### src/rtl/core/rgtd_pkg.sv
package rgtd_pkg;

    // fixed field widths
    localparam int TICK_W    = 48;
    localparam int ELAPSED_W = 32;
    localparam int MASK_W    = 3;
    localparam int UNIT_W    = TICK_W + 2;
    localparam int CNT_W     = $clog2(TICK_W + 1);

    // wrap limit ceiling
    localparam logic [TICK_W-1:0] LIMIT_MAX = '1;

    // configuration register map
    localparam int CFG_IDX_W       = 3;
    localparam int REG_DIV_BASE    = 0;
    localparam int REG_OFF_BASE    = 1;
    localparam int REG_SLOT_STRIDE = 2;
    localparam logic [CFG_IDX_W-1:0] REG_MASK  = 3'd6;
    localparam logic [CFG_IDX_W-1:0] REG_COUNT = 3'd7;

    // shared adder operation
    typedef enum logic {
        UOP_ADD = 1'b0,
        UOP_SUB = 1'b1
    } unit_op_t;

    typedef struct packed {
        unit_op_t          op;
        logic [UNIT_W-1:0] a;
        logic [UNIT_W-1:0] b;
    } unit_req_t;

    typedef struct packed {
        logic [UNIT_W-1:0] sum;
        logic              carry;
    } unit_rsp_t;

    // one result beat
    typedef struct packed {
        logic [MASK_W-1:0]    fire_mask;
        logic [ELAPSED_W-1:0] cycle_time;
        logic [ELAPSED_W-1:0] max_cycle_time;
    } rgtd_result_t;

endpackage

### src/rtl/core/rgtd_tick_if.sv
interface rgtd_tick_if
    import rgtd_pkg::*;
();
    logic                 valid;
    logic                 ready;
    logic [ELAPSED_W-1:0] elapsed_us;

    modport source (output valid, output elapsed_us, input ready);
    modport sink (input valid, input elapsed_us, output ready);
endinterface

### src/rtl/core/rgtd_status_if.sv
interface rgtd_status_if
    import rgtd_pkg::*;
();
    logic                 valid;
    logic                 ready;
    logic [MASK_W-1:0]    fire_mask;
    logic [ELAPSED_W-1:0] cycle_time;
    logic [ELAPSED_W-1:0] max_cycle_time;

    modport source (output valid, output fire_mask, output cycle_time, output max_cycle_time,
                    input ready);
    modport sink (input valid, input fire_mask, input cycle_time, input max_cycle_time,
                  output ready);
endinterface

### src/rtl/core/rgtd_cfg_regs.sv
module rgtd_cfg_regs
    import rgtd_pkg::*;
#(
    parameter int NUM_SLOTS    = 3,
    parameter int DIVISOR_BITS = 16
)
(
    input  logic                                     clk,
    input  logic                                     rst_n,
    input  logic                                     cfg_wr_en,
    input  logic [CFG_IDX_W-1:0]                     cfg_index,
    input  logic [DIVISOR_BITS-1:0]                  cfg_data,
    input  logic                                     limit_done,
    output logic [NUM_SLOTS-1:0][DIVISOR_BITS-1:0]   divisor,
    output logic [NUM_SLOTS-1:0][DIVISOR_BITS-1:0]   offset,
    output logic [MASK_W-1:0]                        conn_mask,
    output logic                                     limit_dirty
);

    logic [NUM_SLOTS-1:0][DIVISOR_BITS-1:0] divisor_reg;
    logic [NUM_SLOTS-1:0][DIVISOR_BITS-1:0] offset_reg;
    logic [MASK_W-1:0]                      mask_reg;
    logic                                   dirty_reg;

    // register file, decoded per slot
    always_ff @(posedge clk or negedge rst_n)
    begin
        if (!rst_n)
        begin
            divisor_reg <= '0;
            offset_reg  <= '0;
            mask_reg    <= '0;
        end
        else if (cfg_wr_en)
        begin
            for (int s = 0; s < NUM_SLOTS; s++)
            begin
                if (cfg_index == CFG_IDX_W'(REG_DIV_BASE + REG_SLOT_STRIDE * s))
                begin
                    divisor_reg[s] <= cfg_data;
                end
                if (cfg_index == CFG_IDX_W'(REG_OFF_BASE + REG_SLOT_STRIDE * s))
                begin
                    offset_reg[s] <= cfg_data;
                end
            end
            if (cfg_index == REG_MASK)
            begin
                mask_reg <= cfg_data[MASK_W-1:0];
            end
        end
    end

    // wrap limit must be rebuilt after any valid write
    always_ff @(posedge clk or negedge rst_n)
    begin
        if (!rst_n)
        begin
            dirty_reg <= 1'b0;
        end
        else if (cfg_wr_en && (cfg_index < REG_COUNT))
        begin
            dirty_reg <= 1'b1;
        end
        else if (limit_done)
        begin
            dirty_reg <= 1'b0;
        end
    end

    assign divisor     = divisor_reg;
    assign offset      = offset_reg;
    assign conn_mask   = mask_reg;
    assign limit_dirty = dirty_reg;

endmodule

### src/rtl/core/rgtd_arith_unit.sv
module rgtd_arith_unit
    import rgtd_pkg::*;
(
    input  unit_req_t req,
    output unit_rsp_t rsp
);

    logic [UNIT_W-1:0] b_op;
    logic [UNIT_W:0]   total;

    // add, or subtract with carry out meaning a >= b
    assign b_op  = (req.op == UOP_SUB) ? ~req.b : req.b;
    assign total = {1'b0, req.a} + {1'b0, b_op} + (UNIT_W + 1)'(req.op == UOP_SUB);

    assign rsp.sum   = total[UNIT_W-1:0];
    assign rsp.carry = total[UNIT_W];

endmodule

### src/rtl/core/rgtd_seq.sv
module rgtd_seq
    import rgtd_pkg::*;
#(
    parameter int NUM_SLOTS    = 3,
    parameter int DIVISOR_BITS = 16
)
(
    input  logic                                     clk,
    input  logic                                     rst_n,
    input  logic                                     start,
    input  logic [ELAPSED_W-1:0]                     start_elapsed,
    output logic                                     idle,
    input  logic [NUM_SLOTS-1:0][DIVISOR_BITS-1:0]   divisor,
    input  logic [NUM_SLOTS-1:0][DIVISOR_BITS-1:0]   offset,
    input  logic [MASK_W-1:0]                        conn_mask,
    input  logic                                     limit_dirty,
    output logic                                     limit_done,
    output logic                                     res_valid,
    input  logic                                     res_ready,
    output rgtd_result_t                             res,
    output unit_req_t                                unit_req,
    input  unit_rsp_t                                unit_rsp
);

    localparam int DB        = DIVISOR_BITS;
    localparam int SLOT_W    = (NUM_SLOTS > 1) ? $clog2(NUM_SLOTS) : 1;
    localparam int DIV_IDX_W = $clog2(DIVISOR_BITS);

    typedef enum logic [7:0] {
        S_IDLE = 8'b0000_0001,
        S_PROD = 8'b0000_0010,
        S_MOD  = 8'b0000_0100,
        S_INC  = 8'b0000_1000,
        S_CMP  = 8'b0001_0000,
        S_WRAP = 8'b0010_0000,
        S_MAX  = 8'b0100_0000,
        S_OUT  = 8'b1000_0000
    } seq_state_t;

    seq_state_t           state_reg, state_next;
    logic [SLOT_W-1:0]    slot_reg, slot_next;
    logic [CNT_W-1:0]     cnt_reg, cnt_next;
    logic [UNIT_W-1:0]    acc_reg, acc_next;
    logic                 sat_reg, sat_next;
    logic [TICK_W-1:0]    rem_reg, rem_next;
    logic [TICK_W-1:0]    tick_reg, tick_next;
    logic [TICK_W-1:0]    wrap_reg, wrap_next;
    logic [ELAPSED_W-1:0] longest_reg, longest_next;
    logic [ELAPSED_W-1:0] elapsed_reg, elapsed_next;
    logic [MASK_W-1:0]    fire_reg, fire_next;

    logic [DB-1:0]        cur_div;
    logic [DB-1:0]        cur_off;
    logic                 eligible;
    logic                 last_slot;
    logic                 prod_bit;
    logic                 prod_ovf;
    logic [DB:0]          mod_sh;
    logic [DB-1:0]        mod_rem;
    logic [TICK_W:0]      wrap_sh;
    logic [TICK_W-1:0]    wrap_rem;

    // current slot view
    assign cur_div   = divisor[slot_reg];
    assign cur_off   = offset[slot_reg];
    assign eligible  = (cur_div != '0) && conn_mask[slot_reg];
    assign last_slot = (slot_reg == SLOT_W'(NUM_SLOTS - 1));
    assign prod_bit  = cur_div[cnt_reg[DIV_IDX_W-1:0]];
    assign prod_ovf  = |unit_rsp.sum[UNIT_W-1:TICK_W];

    // restoring remainder steps, one dividend bit per cycle
    assign mod_sh   = {rem_reg[DB-1:0], tick_reg[cnt_reg]};
    assign mod_rem  = unit_rsp.carry ? unit_rsp.sum[DB-1:0] : mod_sh[DB-1:0];
    assign wrap_sh  = {rem_reg, acc_reg[cnt_reg]};
    assign wrap_rem = unit_rsp.carry ? unit_rsp.sum[TICK_W-1:0] : wrap_sh[TICK_W-1:0];

    // operands for the shared adder
    always_comb
    begin
        unit_req.op = UOP_ADD;
        unit_req.a  = '0;
        unit_req.b  = '0;
        unique case (state_reg)
            S_PROD:
            begin
                unit_req.op = UOP_ADD;
                unit_req.a  = {acc_reg[UNIT_W-2:0], 1'b0};
                unit_req.b  = prod_bit ? UNIT_W'(wrap_reg) : '0;
            end
            S_MOD:
            begin
                unit_req.op = UOP_SUB;
                unit_req.a  = UNIT_W'(mod_sh);
                unit_req.b  = UNIT_W'(cur_div);
            end
            S_INC:
            begin
                unit_req.op = UOP_ADD;
                unit_req.a  = UNIT_W'(tick_reg);
                unit_req.b  = UNIT_W'(1);
            end
            S_CMP:
            begin
                unit_req.op = UOP_SUB;
                unit_req.a  = acc_reg;
                unit_req.b  = UNIT_W'(wrap_reg);
            end
            S_WRAP:
            begin
                unit_req.op = UOP_SUB;
                unit_req.a  = UNIT_W'(wrap_sh);
                unit_req.b  = UNIT_W'(wrap_reg);
            end
            S_MAX:
            begin
                unit_req.op = UOP_SUB;
                unit_req.a  = UNIT_W'(elapsed_reg);
                unit_req.b  = UNIT_W'(longest_reg);
            end
            S_IDLE, S_OUT:
            begin
                unit_req.op = UOP_ADD;
            end
            default:
            begin
                unit_req.op = UOP_ADD;
            end
        endcase
    end

    // sequencer
    always_comb
    begin
        state_next   = state_reg;
        slot_next    = slot_reg;
        cnt_next     = cnt_reg;
        acc_next     = acc_reg;
        sat_next     = sat_reg;
        rem_next     = rem_reg;
        tick_next    = tick_reg;
        wrap_next    = wrap_reg;
        longest_next = longest_reg;
        elapsed_next = elapsed_reg;
        fire_next    = fire_reg;
        limit_done   = 1'b0;
        res_valid    = 1'b0;

        unique case (state_reg)
            S_IDLE:
            begin
                if (start)
                begin
                    elapsed_next = start_elapsed;
                    fire_next    = '0;
                    slot_next    = '0;
                    acc_next     = '0;
                    sat_next     = 1'b0;
                    rem_next     = '0;
                    if (limit_dirty)
                    begin
                        wrap_next  = TICK_W'(1);
                        cnt_next   = CNT_W'(DB - 1);
                        state_next = S_PROD;
                    end
                    else
                    begin
                        cnt_next   = CNT_W'(TICK_W - 1);
                        state_next = S_MOD;
                    end
                end
            end

            // wrap limit: msb-first shift-add per nonzero divisor, saturating
            S_PROD:
            begin
                if ((cur_div == '0) || (cnt_reg == '0))
                begin
                    if (cur_div != '0)
                    begin
                        wrap_next = (sat_reg || prod_ovf) ? LIMIT_MAX
                                                          : unit_rsp.sum[TICK_W-1:0];
                    end
                    acc_next = '0;
                    sat_next = 1'b0;
                    cnt_next = CNT_W'(DB - 1);
                    if (last_slot)
                    begin
                        limit_done = 1'b1;
                        slot_next  = '0;
                        rem_next   = '0;
                        cnt_next   = CNT_W'(TICK_W - 1);
                        state_next = S_MOD;
                    end
                    else
                    begin
                        slot_next = slot_reg + SLOT_W'(1);
                    end
                end
                else
                begin
                    acc_next = unit_rsp.sum;
                    sat_next = sat_reg || prod_ovf;
                    cnt_next = cnt_reg - CNT_W'(1);
                end
            end

            // tick count modulo the slot divisor
            S_MOD:
            begin
                if (eligible && (cnt_reg != '0))
                begin
                    rem_next = TICK_W'(mod_rem);
                    cnt_next = cnt_reg - CNT_W'(1);
                end
                else
                begin
                    if (eligible)
                    begin
                        fire_next[slot_reg] = (mod_rem == cur_off);
                    end
                    rem_next = '0;
                    cnt_next = CNT_W'(TICK_W - 1);
                    if (last_slot)
                    begin
                        slot_next  = '0;
                        state_next = S_INC;
                    end
                    else
                    begin
                        slot_next = slot_reg + SLOT_W'(1);
                    end
                end
            end

            S_INC:
            begin
                acc_next   = unit_rsp.sum;
                state_next = S_CMP;
            end

            // in range, exactly at the limit, or far past it after a reconfig
            S_CMP:
            begin
                if (!unit_rsp.carry)
                begin
                    tick_next  = acc_reg[TICK_W-1:0];
                    state_next = S_MAX;
                end
                else if (unit_rsp.sum == '0)
                begin
                    tick_next  = '0;
                    state_next = S_MAX;
                end
                else
                begin
                    rem_next   = '0;
                    cnt_next   = CNT_W'(TICK_W);
                    state_next = S_WRAP;
                end
            end

            S_WRAP:
            begin
                rem_next = wrap_rem;
                if (cnt_reg == '0)
                begin
                    tick_next  = wrap_rem;
                    state_next = S_MAX;
                end
                else
                begin
                    cnt_next = cnt_reg - CNT_W'(1);
                end
            end

            S_MAX:
            begin
                if (unit_rsp.carry)
                begin
                    longest_next = elapsed_reg;
                end
                state_next = S_OUT;
            end

            S_OUT:
            begin
                res_valid = 1'b1;
                if (res_ready)
                begin
                    state_next = S_IDLE;
                end
            end

            default:
            begin
                state_next = S_IDLE;
            end
        endcase
    end

    always_ff @(posedge clk or negedge rst_n)
    begin
        if (!rst_n)
        begin
            state_reg   <= S_IDLE;
            slot_reg    <= '0;
            cnt_reg     <= '0;
            sat_reg     <= 1'b0;
            tick_reg    <= '0;
            wrap_reg    <= TICK_W'(1);
            longest_reg <= '0;
        end
        else
        begin
            state_reg   <= state_next;
            slot_reg    <= slot_next;
            cnt_reg     <= cnt_next;
            sat_reg     <= sat_next;
            tick_reg    <= tick_next;
            wrap_reg    <= wrap_next;
            longest_reg <= longest_next;
        end
    end

    // datapath registers
    always_ff @(posedge clk)
    begin
        acc_reg     <= acc_next;
        rem_reg     <= rem_next;
        elapsed_reg <= elapsed_next;
        fire_reg    <= fire_next;
    end

    assign idle               = (state_reg == S_IDLE);
    assign res.fire_mask      = fire_reg;
    assign res.cycle_time     = elapsed_reg;
    assign res.max_cycle_time = longest_reg;

endmodule

### src/rtl/core/rate_group_tick_divider_core.sv
// steps: limit rebuild if dirty, slot remainders, increment, compare, wrap, max update, output
// the shared 50-bit adder does one remainder bit per cycle, over each enabled, connected slot
// after a config write the next tick rebuilds the wrap limit from the nonzero divisors
// a tick whose count lands past a newly lowered wrap limit adds a reduction modulo the limit
// one tick at a time: the next is taken when the sequencer idles after its result is registered
// reset: async active low; config, tick count, max time cleared, wrap limit set to one
module rate_group_tick_divider_core
    import rgtd_pkg::*;
#(
    parameter int NUM_SLOTS    = 3,
    parameter int DIVISOR_BITS = 16
)
(
    input  logic                    clk,
    input  logic                    rst_n,
    rgtd_tick_if.sink               tick,
    rgtd_status_if.source           status,
    input  logic                    cfg_wr_en,
    input  logic [CFG_IDX_W-1:0]    cfg_index,
    input  logic [DIVISOR_BITS-1:0] cfg_data
);

    logic [NUM_SLOTS-1:0][DIVISOR_BITS-1:0] divisor;
    logic [NUM_SLOTS-1:0][DIVISOR_BITS-1:0] offset;
    logic [MASK_W-1:0]                      conn_mask;
    logic                                   limit_dirty;
    logic                                   limit_done;
    logic                                   seq_idle;
    logic                                   res_valid;
    logic                                   res_ready;
    rgtd_result_t                           res;
    unit_req_t                              unit_req;
    unit_rsp_t                              unit_rsp;

    logic                                   out_valid_reg;
    rgtd_result_t                           out_data_reg;

    rgtd_cfg_regs #(
        .NUM_SLOTS    (NUM_SLOTS),
        .DIVISOR_BITS (DIVISOR_BITS)
    ) u_cfg_regs (
        .clk         (clk),
        .rst_n       (rst_n),
        .cfg_wr_en   (cfg_wr_en),
        .cfg_index   (cfg_index),
        .cfg_data    (cfg_data),
        .limit_done  (limit_done),
        .divisor     (divisor),
        .offset      (offset),
        .conn_mask   (conn_mask),
        .limit_dirty (limit_dirty)
    );

    rgtd_arith_unit u_arith_unit (
        .req (unit_req),
        .rsp (unit_rsp)
    );

    rgtd_seq #(
        .NUM_SLOTS    (NUM_SLOTS),
        .DIVISOR_BITS (DIVISOR_BITS)
    ) u_seq (
        .clk           (clk),
        .rst_n         (rst_n),
        .start         (tick.valid && tick.ready),
        .start_elapsed (tick.elapsed_us),
        .idle          (seq_idle),
        .divisor       (divisor),
        .offset        (offset),
        .conn_mask     (conn_mask),
        .limit_dirty   (limit_dirty),
        .limit_done    (limit_done),
        .res_valid     (res_valid),
        .res_ready     (res_ready),
        .res           (res),
        .unit_req      (unit_req),
        .unit_rsp      (unit_rsp)
    );

    // input side takes a tick whenever the sequencer is free
    assign tick.ready = seq_idle;

    // output register, refilled in the same cycle it drains
    assign res_ready = !out_valid_reg || status.ready;

    always_ff @(posedge clk or negedge rst_n)
    begin
        if (!rst_n)
        begin
            out_valid_reg <= 1'b0;
        end
        else if (res_valid && res_ready)
        begin
            out_valid_reg <= 1'b1;
        end
        else if (status.ready)
        begin
            out_valid_reg <= 1'b0;
        end
    end

    always_ff @(posedge clk)
    begin
        if (res_valid && res_ready)
        begin
            out_data_reg <= res;
        end
    end

    assign status.valid          = out_valid_reg;
    assign status.fire_mask      = out_data_reg.fire_mask;
    assign status.cycle_time     = out_data_reg.cycle_time;
    assign status.max_cycle_time = out_data_reg.max_cycle_time;

endmodule

### src/flat_wrapper.sv
// flat-port wrapper written by rule: the top's interface ports become plain ports
module rate_group_tick_divider_core_flat import rgtd_pkg::*;
#(
    parameter int NUM_SLOTS    = 3,
    parameter int DIVISOR_BITS = 16
)
  (clk, rst_n, cfg_wr_en, cfg_index, cfg_data, tick_valid, tick_elapsed_us, tick_ready, status_valid, status_fire_mask, status_cycle_time, status_max_cycle_time, status_ready);
  rgtd_tick_if tick_i ();
  rgtd_status_if status_i ();
  input  logic clk;
  input  logic rst_n;
  input  logic cfg_wr_en;
  input  logic [CFG_IDX_W-1:0] cfg_index;
  input  logic [DIVISOR_BITS-1:0] cfg_data;
  input wire logic [$bits(tick_i.valid)-1:0] tick_valid;
  input wire logic [$bits(tick_i.elapsed_us)-1:0] tick_elapsed_us;
  output wire logic [$bits(tick_i.ready)-1:0] tick_ready;
  output wire logic [$bits(status_i.valid)-1:0] status_valid;
  output wire logic [$bits(status_i.fire_mask)-1:0] status_fire_mask;
  output wire logic [$bits(status_i.cycle_time)-1:0] status_cycle_time;
  output wire logic [$bits(status_i.max_cycle_time)-1:0] status_max_cycle_time;
  input wire logic [$bits(status_i.ready)-1:0] status_ready;
  assign tick_i.valid = tick_valid;
  assign tick_i.elapsed_us = tick_elapsed_us;
  assign tick_ready = tick_i.ready;
  assign status_valid = status_i.valid;
  assign status_fire_mask = status_i.fire_mask;
  assign status_cycle_time = status_i.cycle_time;
  assign status_max_cycle_time = status_i.max_cycle_time;
  assign status_i.ready = status_ready;
  rate_group_tick_divider_core #(.NUM_SLOTS(NUM_SLOTS), .DIVISOR_BITS(DIVISOR_BITS)) u_core (.clk(clk), .rst_n(rst_n), .tick(tick_i), .status(status_i), .cfg_wr_en(cfg_wr_en), .cfg_index(cfg_index), .cfg_data(cfg_data));
endmodule
### config.mk
export PLATFORM = sky130hd
export DESIGN_NAME = rate_group_tick_divider_core_flat
export DESIGN_NICKNAME = d
export VERILOG_FILES = /design/src/rtl/core/rgtd_pkg.sv /design/src/rtl/core/rgtd_tick_if.sv /design/src/rtl/core/rgtd_status_if.sv /design/src/rtl/core/rgtd_cfg_regs.sv /design/src/rtl/core/rgtd_arith_unit.sv /design/src/rtl/core/rgtd_seq.sv /design/src/rtl/core/rate_group_tick_divider_core.sv /design/src/flat_wrapper.sv
export SDC_FILE = /design/constraint.sdc
export NUM_CORES = 1
export LEC_CHECK = 0
export ABC_AREA = 1
export BUFFER_PORTS_ARGS = -buffer_cell sky130_fd_sc_hd__buf_2
export CAP_MARGIN = 25
export CORE_UTILIZATION = 30
export DETAILED_ROUTE_END_ITERATION = 12
export GPL_ROUTABILITY_DRIVEN = 0
export GPL_TIMING_DRIVEN = 0
export HOLD_SLACK_MARGIN = 0.05
export PLACE_DENSITY = 0.46
export SLEW_MARGIN = 20
export SYNTH_ARGS = -nofsm -noshare
export SYNTH_HDL_FRONTEND = slang
export SYNTH_SLANG_ARGS = --single-unit
### constraint.sdc
create_clock -name clk -period 5.7 [get_ports clk]
set_input_delay 0.855 -clock clk [delete_from_list [all_inputs] [get_ports clk]]
set_output_delay 0.855 -clock clk [all_outputs]
set_load 0.01 [all_outputs]
# Word level (Yosys, flattened, before mapping)
# Index checks and enable logic that the tools add are counted.
dict set report word_totals {
  register_bits 446
  latchBits 0
  ramBits 0
  rom_bits 0
  inputBits 56
  out_inout_bits 69
  word_cells 188
  n_memories 0
}
dict set report op_classes {
  addsub 4
  n_mul 0
  div_mod_pow 0
  order_cmp 5
  n_eq_ne 30
  shift 0
  mux 81
  bitwise_logic 1
  reduce_logical 44
}
# cell count
set op_table {}
lappend op_table {{48-bit 2-to-1 mux} 15}
lappend op_table {{100-bit one-hot mux with 6 select lines} 1}
lappend op_table {{48-bit one-hot mux with 5 select lines} 1}
lappend op_table {{48-bit one-hot mux with 2 select lines} 2}
lappend op_table {{50-bit 2-to-1 mux} 3}
lappend op_table {{50-bit one-hot mux with 3 select lines} 1}
lappend op_table {{16-bit binary-select mux with 2-bit select} 2}
lappend op_table {{16-bit 2-to-1 mux} 4}
lappend op_table {{8-bit one-hot mux with 8 select lines} 1}
lappend op_table {{8-bit 2-to-1 mux} 7}
lappend op_table {{50-bit by 50-bit adder with 51-bit output} 1}
lappend op_table {{51-bit by 1-bit adder with 51-bit output} 1}
lappend op_table {{50-bit logical NOT} 1}
lappend op_table {{50-bit NOT} 1}
lappend op_table {{6-bit 2-to-1 mux} 8}
lappend op_table {{6-bit one-hot mux with 5 select lines} 1}
lappend op_table {{2-bit != test (second input constant)} 11}
lappend op_table {{2-bit AND reduction} 11}
lappend op_table {{16-bit equality test} 1}
lappend op_table {{16-bit logical NOT} 1}
lappend op_table {{1-bit 2-to-1 mux} 16}
lappend op_table {{16-bit nonzero test} 1}
lappend op_table {{7-bit 2-to-1 mux} 2}
lappend op_table {{1-bit binary-select mux with 6-bit select} 2}
lappend op_table {{other kinds (46)} 70}

# Logic depth before layout (Yosys ltp)
dict set report depth {
  ltp_word 16
  mapped_depth 42
  ltp_nobuf 39
}

# By module
# A second synthesis with hierarchy kept.
dict set report unflattened {
  cells_unflattened 3507
  area_unflattened_um2 26461.6
}
# module instances cells_each area_per_inst_um2 seq_area_each_um2
set by_module_without_submodules {}
lappend by_module_without_submodules {rgtd_seq 1 2049 15717.6 7624.8}
lappend by_module_without_submodules {rgtd_arith_unit 1 939 4749.6 0.0}
lappend by_module_without_submodules {rgtd_cfg_regs 1 444 3930.0 2502.4}
lappend by_module_without_submodules {rate_group_tick_divider_core 1 75 2064.5 2037.0}

# Worst setup path after synthesis
# No wires, ideal clock.
dict set report synth_timing {
  kind {reg-to-reg}
  start {reg u_core.u_seq.cnt_reg[0]}
  end {reg u_core.u_seq.rem_reg[0], enable pin}
  setup_ns 0.402
  t_arrival_ns 5.538
  required_time_ns 5.298
  setup_slack_ns -0.241
  path_stages_with_launch 34
  path_buffers 2
  period_less_slack_ns 5.941
  path_cell_list {dfrtp_1 inv_2 clkbuf_1 nand3_1 nand3_1 nand2_1 nand2_1 nand2_1 inv_1 nand2_1 a21oi_1 clkbuf_1 o211ai_1 xor2_1 ha_1 nand2_1 inv_1 nand3_1 o21ai_0 inv_1 o21ai_0 a21oi_1 o21ai_0 nand3_1 nand2_1 xor2_1 nor2_1 nand3_1 nor2_1 nand3_1 nor2_1 nand3_1 nand4_1 inv_1}
}
dict set report synth_between {
  elab_chain_cells 11
  word_cells_on_any_way 19
  classes_between {add/sub: 2; eq/ne: 3; mux: 9; bitwise: 1; reduce/logical: 4}
}
# item line
set synth_lines {}
lappend synth_lines {{start: declaration} rgtd_seq.sv:42} ;# logic [CNT_W-1:0] cnt_reg, cnt_next;
lappend synth_lines {{start signal: assignment} rgtd_seq.sv:317} ;# cnt_reg <= cnt_next;
lappend synth_lines {{1-bit binary-select mux with 4-bit select} rgtd_seq.sv:68} ;# assign prod_bit = cur_div[cnt_reg[DIV_IDX_W-1:0]];
lappend synth_lines {{1-bit 2-to-1 mux (not written as such)} rgtd_seq.sv:68}
lappend synth_lines {{48-bit 2-to-1 mux} rgtd_seq.sv:88} ;# unit_req.b = prod_bit ? UNIT_W'(wrap_reg) : '0;
lappend synth_lines {{100-bit one-hot mux with 6 select lines} rgtd_seq.sv:83} ;# unique case (state_reg)
lappend synth_lines {{50-bit NOT} rgtd_arith_unit.sv:12} ;# assign b_op = (req.op == UOP_SUB) ? ~req.b : req.b;
lappend synth_lines {{50-bit 2-to-1 mux} rgtd_arith_unit.sv:12}
lappend synth_lines {{50-bit by 50-bit adder with 51-bit output} rgtd_arith_unit.sv:13} ;# assign total = {1'b0, req.a} + {1'b0, b_op} + (UNIT_W + 1)'(req.op == UOP_SUB);
lappend synth_lines {{51-bit by 1-bit adder with 51-bit output} rgtd_arith_unit.sv:13}
lappend synth_lines {{50-bit logical NOT} rgtd_seq.sv:249} ;# else if (unit_rsp.sum == '0)
lappend synth_lines {{2-bit != test (no line)} n/a}
lappend synth_lines {{6-bit AND reduction (no line) (*)} n/a}
lappend synth_lines {{end signal: assignment} rgtd_seq.sv:329} ;# rem_reg <= rem_next;
lappend synth_lines {{end: declaration} rgtd_seq.sv:45} ;# logic [TICK_W-1:0] rem_reg, rem_next;
# Mark *: on every way between the ends. The rest lies on a longest branch, timed or not. The select of a mux whose other input is x is not followed.
# A chain may end at the register's enable or synchronous reset.

# Worst setup path in the final report
dict set report layout_timing {
  start {reg u_core.u_seq.state_reg[3]}
  end {reg u_core.u_seq.rem_reg[6], enable pin}
}
dict set report layout_between {
  elab_chain_cells 9
  word_cells_on_any_way 23
  classes_between {add/sub: 2; eq/ne: 12; mux: 3; bitwise: 1; reduce/logical: 5}
}
# item line
set layout_lines {}
lappend layout_lines {{start: declaration} rgtd_seq.sv:40} ;# seq_state_t state_reg, state_next;
lappend layout_lines {{start signal: assignment} rgtd_seq.sv:315} ;# state_reg <= state_next;
lappend layout_lines {{8-bit by 7-bit equality test with 1-bit output, or another cell as far along} rgtd_seq.sv:83}
lappend layout_lines {{100-bit one-hot mux with 6 select lines or 4-bit OR reduction (tied branches)} n/a}
lappend layout_lines {{50-bit NOT or 1-bit 2-to-1 mux (tied branches)} {rgtd_arith_unit.sv:12, rgtd_seq.sv:83}}
lappend layout_lines {{50-bit 2-to-1 mux} rgtd_arith_unit.sv:12}
lappend layout_lines {{50-bit by 50-bit adder with 51-bit output} rgtd_arith_unit.sv:13}
lappend layout_lines {{51-bit by 1-bit adder with 51-bit output} rgtd_arith_unit.sv:13}
lappend layout_lines {{50-bit logical NOT} rgtd_seq.sv:249}
lappend layout_lines {{2-bit != test (no line)} n/a}
lappend layout_lines {{6-bit AND reduction (no line) (*)} n/a}
# Mark *: on every way between the ends. The rest lies on a longest branch, timed or not.

==> out/results.tsv <==
metric	value	unit
outcome	complete, but fails checks	
violations	setup timing	
cts-buffers-inserted	53	
final_instance_count_without_filler_cells	4547	
pin_count_of_the_biggest_net_entering_global_routing	88	
timing.clock.skew	29.8	ps
post-synth-top-area-cell	sky130_fd_sc_hd__dfrtp_1	
ys_top_cells_by_area	sky130_fd_sc_hd__dfrtp_1 24%, sky130_fd_sc_hd__edfxtp_1 24%, sky130_fd_sc_hd__nand2_1 12%	
hold_path.class	in -> async	
final_layout_size_suffix_gt1_frac	0.184	
max_reg_flops	50	
timing.critical_path.depth	33	
finalSetupViolations	101	
total_switching_power	6.70	mW
internal_power	8.67	mW
ys_seq_area_frac	0.480	
drc	0	
synthesis.instances	3141	
crit_buf_inv	9	
cp_max_fo	10	
chipWidth	293	um
rr_worst_depth	33	
timing_worst_setup_path_type	reg -> reg	
buffer_ports.inserted	124	
growth_of_design_area_from_synthesis_to_finish	24.2	%
avgSynthCellArea	8.07	um2
slowest_delay	410	ps
worstSetupEndpointType	flop	
yosysMostFrequentCell	sky130_fd_sc_hd__nand2_1	
synth_async_reset_ratio	0.552	
synth_flop_cell	sky130_fd_sc_hd__dfrtp_1	
clk-insertion-delay-late	640	ps
fin_ws	-354	ps
grt_pass1_wl	160000	um
post_synth_instance_area	25300	um2
synth_largest_type_area_fraction	0.241	
gr-usage-all-layers	0.254	
synth_nets	3249	
num_rows	106	
worst_ep_arrival_time	6440	ps
final_max_slew_viols	0	
numPlacedInstances	4358	
power_switching_share	0.436	
crit_top_cell	sky130_fd_sc_hd__nor2_4	
overflow	0	
max_freq	165	MHz
cts.clk_slew.worst_paths	60	ps
drt.antenna.violating_nets	0	
routedWlPerCell	24.3	um
rrSetupSlack	-350	ps
rsz_0062_raised_after_global_routing	yes	
io_pins	125	
die_y	293	um
ys_types	62	
cap_violations	0	
clock_tree_from_tritoncts	built	
power.density_cell_area	488	nW/um2
root_buffer	sky130_fd_sc_hd__clkbuf_16	
placeableCoreArea	83600	um2
layout_worst_path_cycle_share	1.06	
crit-reg2reg-launch	u_core.u_seq.state_reg[3]	
dp_hpwl	83000	um
initial_utilization	0.303	
power_frac_clock	0.233	
synth_edf_count	200	
worst_setup_path_start_kind	flop	
die_area	85600	um2
clock_path_buffers	3	
total_power	15.4	mW
endpoint	u_core.u_seq.rem_reg[6]	
reg2reg_to	u_core.u_seq.rem_reg[6]	
max-vdd-ir-drop	238	uV
count_of_state_elements_after_synthesis	446	
worst_margin_slew	1030	ps
relSlewSlack	0.312	
cts.htree.levels	2	
yosys_warnings	0	
crit_slowest_cell	sky130_fd_sc_hd__dfrtp_1	
route.vias.total	24100	
power_leakage	14.2	nW
detail_route.wirelength	111000	um
cp_data_required_time	6090	ps
crit_family	simple AND/OR/NAND/NOR gates	
combPwrFrac	0.458	
final_net_count	3530	
num-fill-cells	8782	
grt_pass1_vias	23400	
share_seq_of_total_power	0.309	
synthTopCellsByCount	795 x sky130_fd_sc_hd__nand2_1, 360 x sky130_fd_sc_hd__inv_1, 277 x sky130_fd_sc_hd__o21ai_0	
final-hold-violation-count	0	
timing.final.crit_period	6050	ps
drt_pass1_iterations	6	
setup.worst_path.start	u_core.u_seq.state_reg[3]	
antenna_violations_before_repair	4	
dr.first_iter.drc_count	2512	
vias_per_cell	5.30	
cts_sinks	446	
-- layout by cell type, fill, tap and decap left out, types with 57 or more instances in the layout --
cell,instances
sky130_fd_sc_hd__nand2_1,762
sky130_fd_sc_hd__inv_1,354
sky130_fd_sc_hd__nor2_1,248
sky130_fd_sc_hd__dfrtp_1,242
sky130_fd_sc_hd__o21ai_0,241
sky130_fd_sc_hd__edfxtp_1,200
sky130_fd_sc_hd__nand3_1,198
sky130_fd_sc_hd__buf_2,137
sky130_fd_sc_hd__a21oi_1,135
sky130_fd_sc_hd__buf_4,83
sky130_fd_sc_hd__o22ai_1,77
sky130_fd_sc_hd__clkbuf_1,58
sky130_fd_sc_hd__xor2_1,57
-- power groups by stage --
| stage | Sequential, mW | Clock, mW | Combinational [mW] |
|---|---|---|---|
| after floorplan | 4.65 | 0 | 3.46 |
| after global placement | 4.84 | 0 | 5.59 |
| after detailed placement | 4.77 | 0 | 5.73 |
| after CTS | 4.73 | 3.66 | 6.38 |
| after global routing | 4.83 | 3.76 | 7.50 |
| final | 4.75 | 3.58 | 7.03 |
-- layer usage --
layer  vias up  global-route usage  part of all wire
met5         -                   0           0.00012
met4         2              0.0948             0.041
met3       244              0.0404             0.079
met2      1053               0.408              0.45
met1     11700               0.345              0.43
li1      11100                   -                 -
-- per-stage QoR --
step | setup WS [ps] | area [um2] | util | hold slack (ps) | TNS, ps
floorplan | 31.6 | 25400 | - | 421 | 0
global placement | -3420 | 27300 | 0.327 | 431 | -1084450
detailed placement | -2840 | 27600 | 0.331 | 435 | -450450
CTS | -328 | 30800 | 0.368 | 65.9 | -22090
global route | -614 | 31500 | 0.377 | 95.6 | -55670
finish | -354 | 31500 | 0.377 | 85.2 | -24530
-- worst min path at each step --
stage | from | end | slack, ps | depth (start not counted)
floorplan | u_core.u_seq.fire_reg[0] | u_core.status.fire_mask[0] | 420 | 0
global placement | u_core.u_seq.elapsed_reg[0] | u_core.status.cycle_time[0] | 430 | 0
detailed placement | u_core.u_seq.elapsed_reg[5] | u_core.status.cycle_time[5] | 440 | 0
CTS | rst_n | u_core.u_seq.wrap_reg[35] | 70 | 1
global route | rst_n | u_core.u_seq.wrap_reg[35] | 100 | 1
finish | rst_n | u_core.u_seq.wrap_reg[35] | 90 | 1
-- worst reg2reg max path: cells and delay by family (launching register included) --
kind | cells | cell delay, ps
AO/OA/AOI/OAI | 5 | 830
XOR/XNOR | 1 | 210
adder cells (fa/ha/maj) | 1 | 340
buffers and inverters | 9 | 1650
flip-flops | 1 | 410
AND/OR/NAND/NOR | 17 | 2380
-- what timing repair did --
action	in CTS	in global routing
hold buffers	0	0
resized for setup	270	108
pin swaps	53	61
buffers inserted	50	34
cloned	2	5
endpoints found under the setup margin	258	230
-- cells by family (layout without fill, tap and decap cells) --
kind of cell	Yosys count	after routing	share of synthesized area
flip-flops	446	446	0.480
buffers and inverters	513	837	0.0806
other	0	1	0
XOR/XNOR	92	92	0.0324
AND/OR/NAND/NOR	1371	1372	0.225
adder cells (fa/ha/maj)	52	52	0.0260
AO/OA/AOI/OAI	648	648	0.147
multiplexers	19	19	0.00839
-- area by class of cell --
class | instances | area (um2) | share of cell area
plain buffers | 139 | 813 | 0.0258
clock buffers | 59 | 1380 | 0.0438
repair inverters | 1 | 7.51 | 0.000238
well taps | 1080 | 1350 | 0.0429
repair buffers | 225 | 1740 | 0.0551
flip-flops and latches | 446 | 12200 | 0.386
diodes | 1 | 2.50 | 0.0000795
inverters | 373 | 1440 | 0.0457
clock inverters | 40 | 417 | 0.0132
multi-input cells | 2183 | 12200 | 0.387
Note: power is estimated with default switching activity, not from simulation.
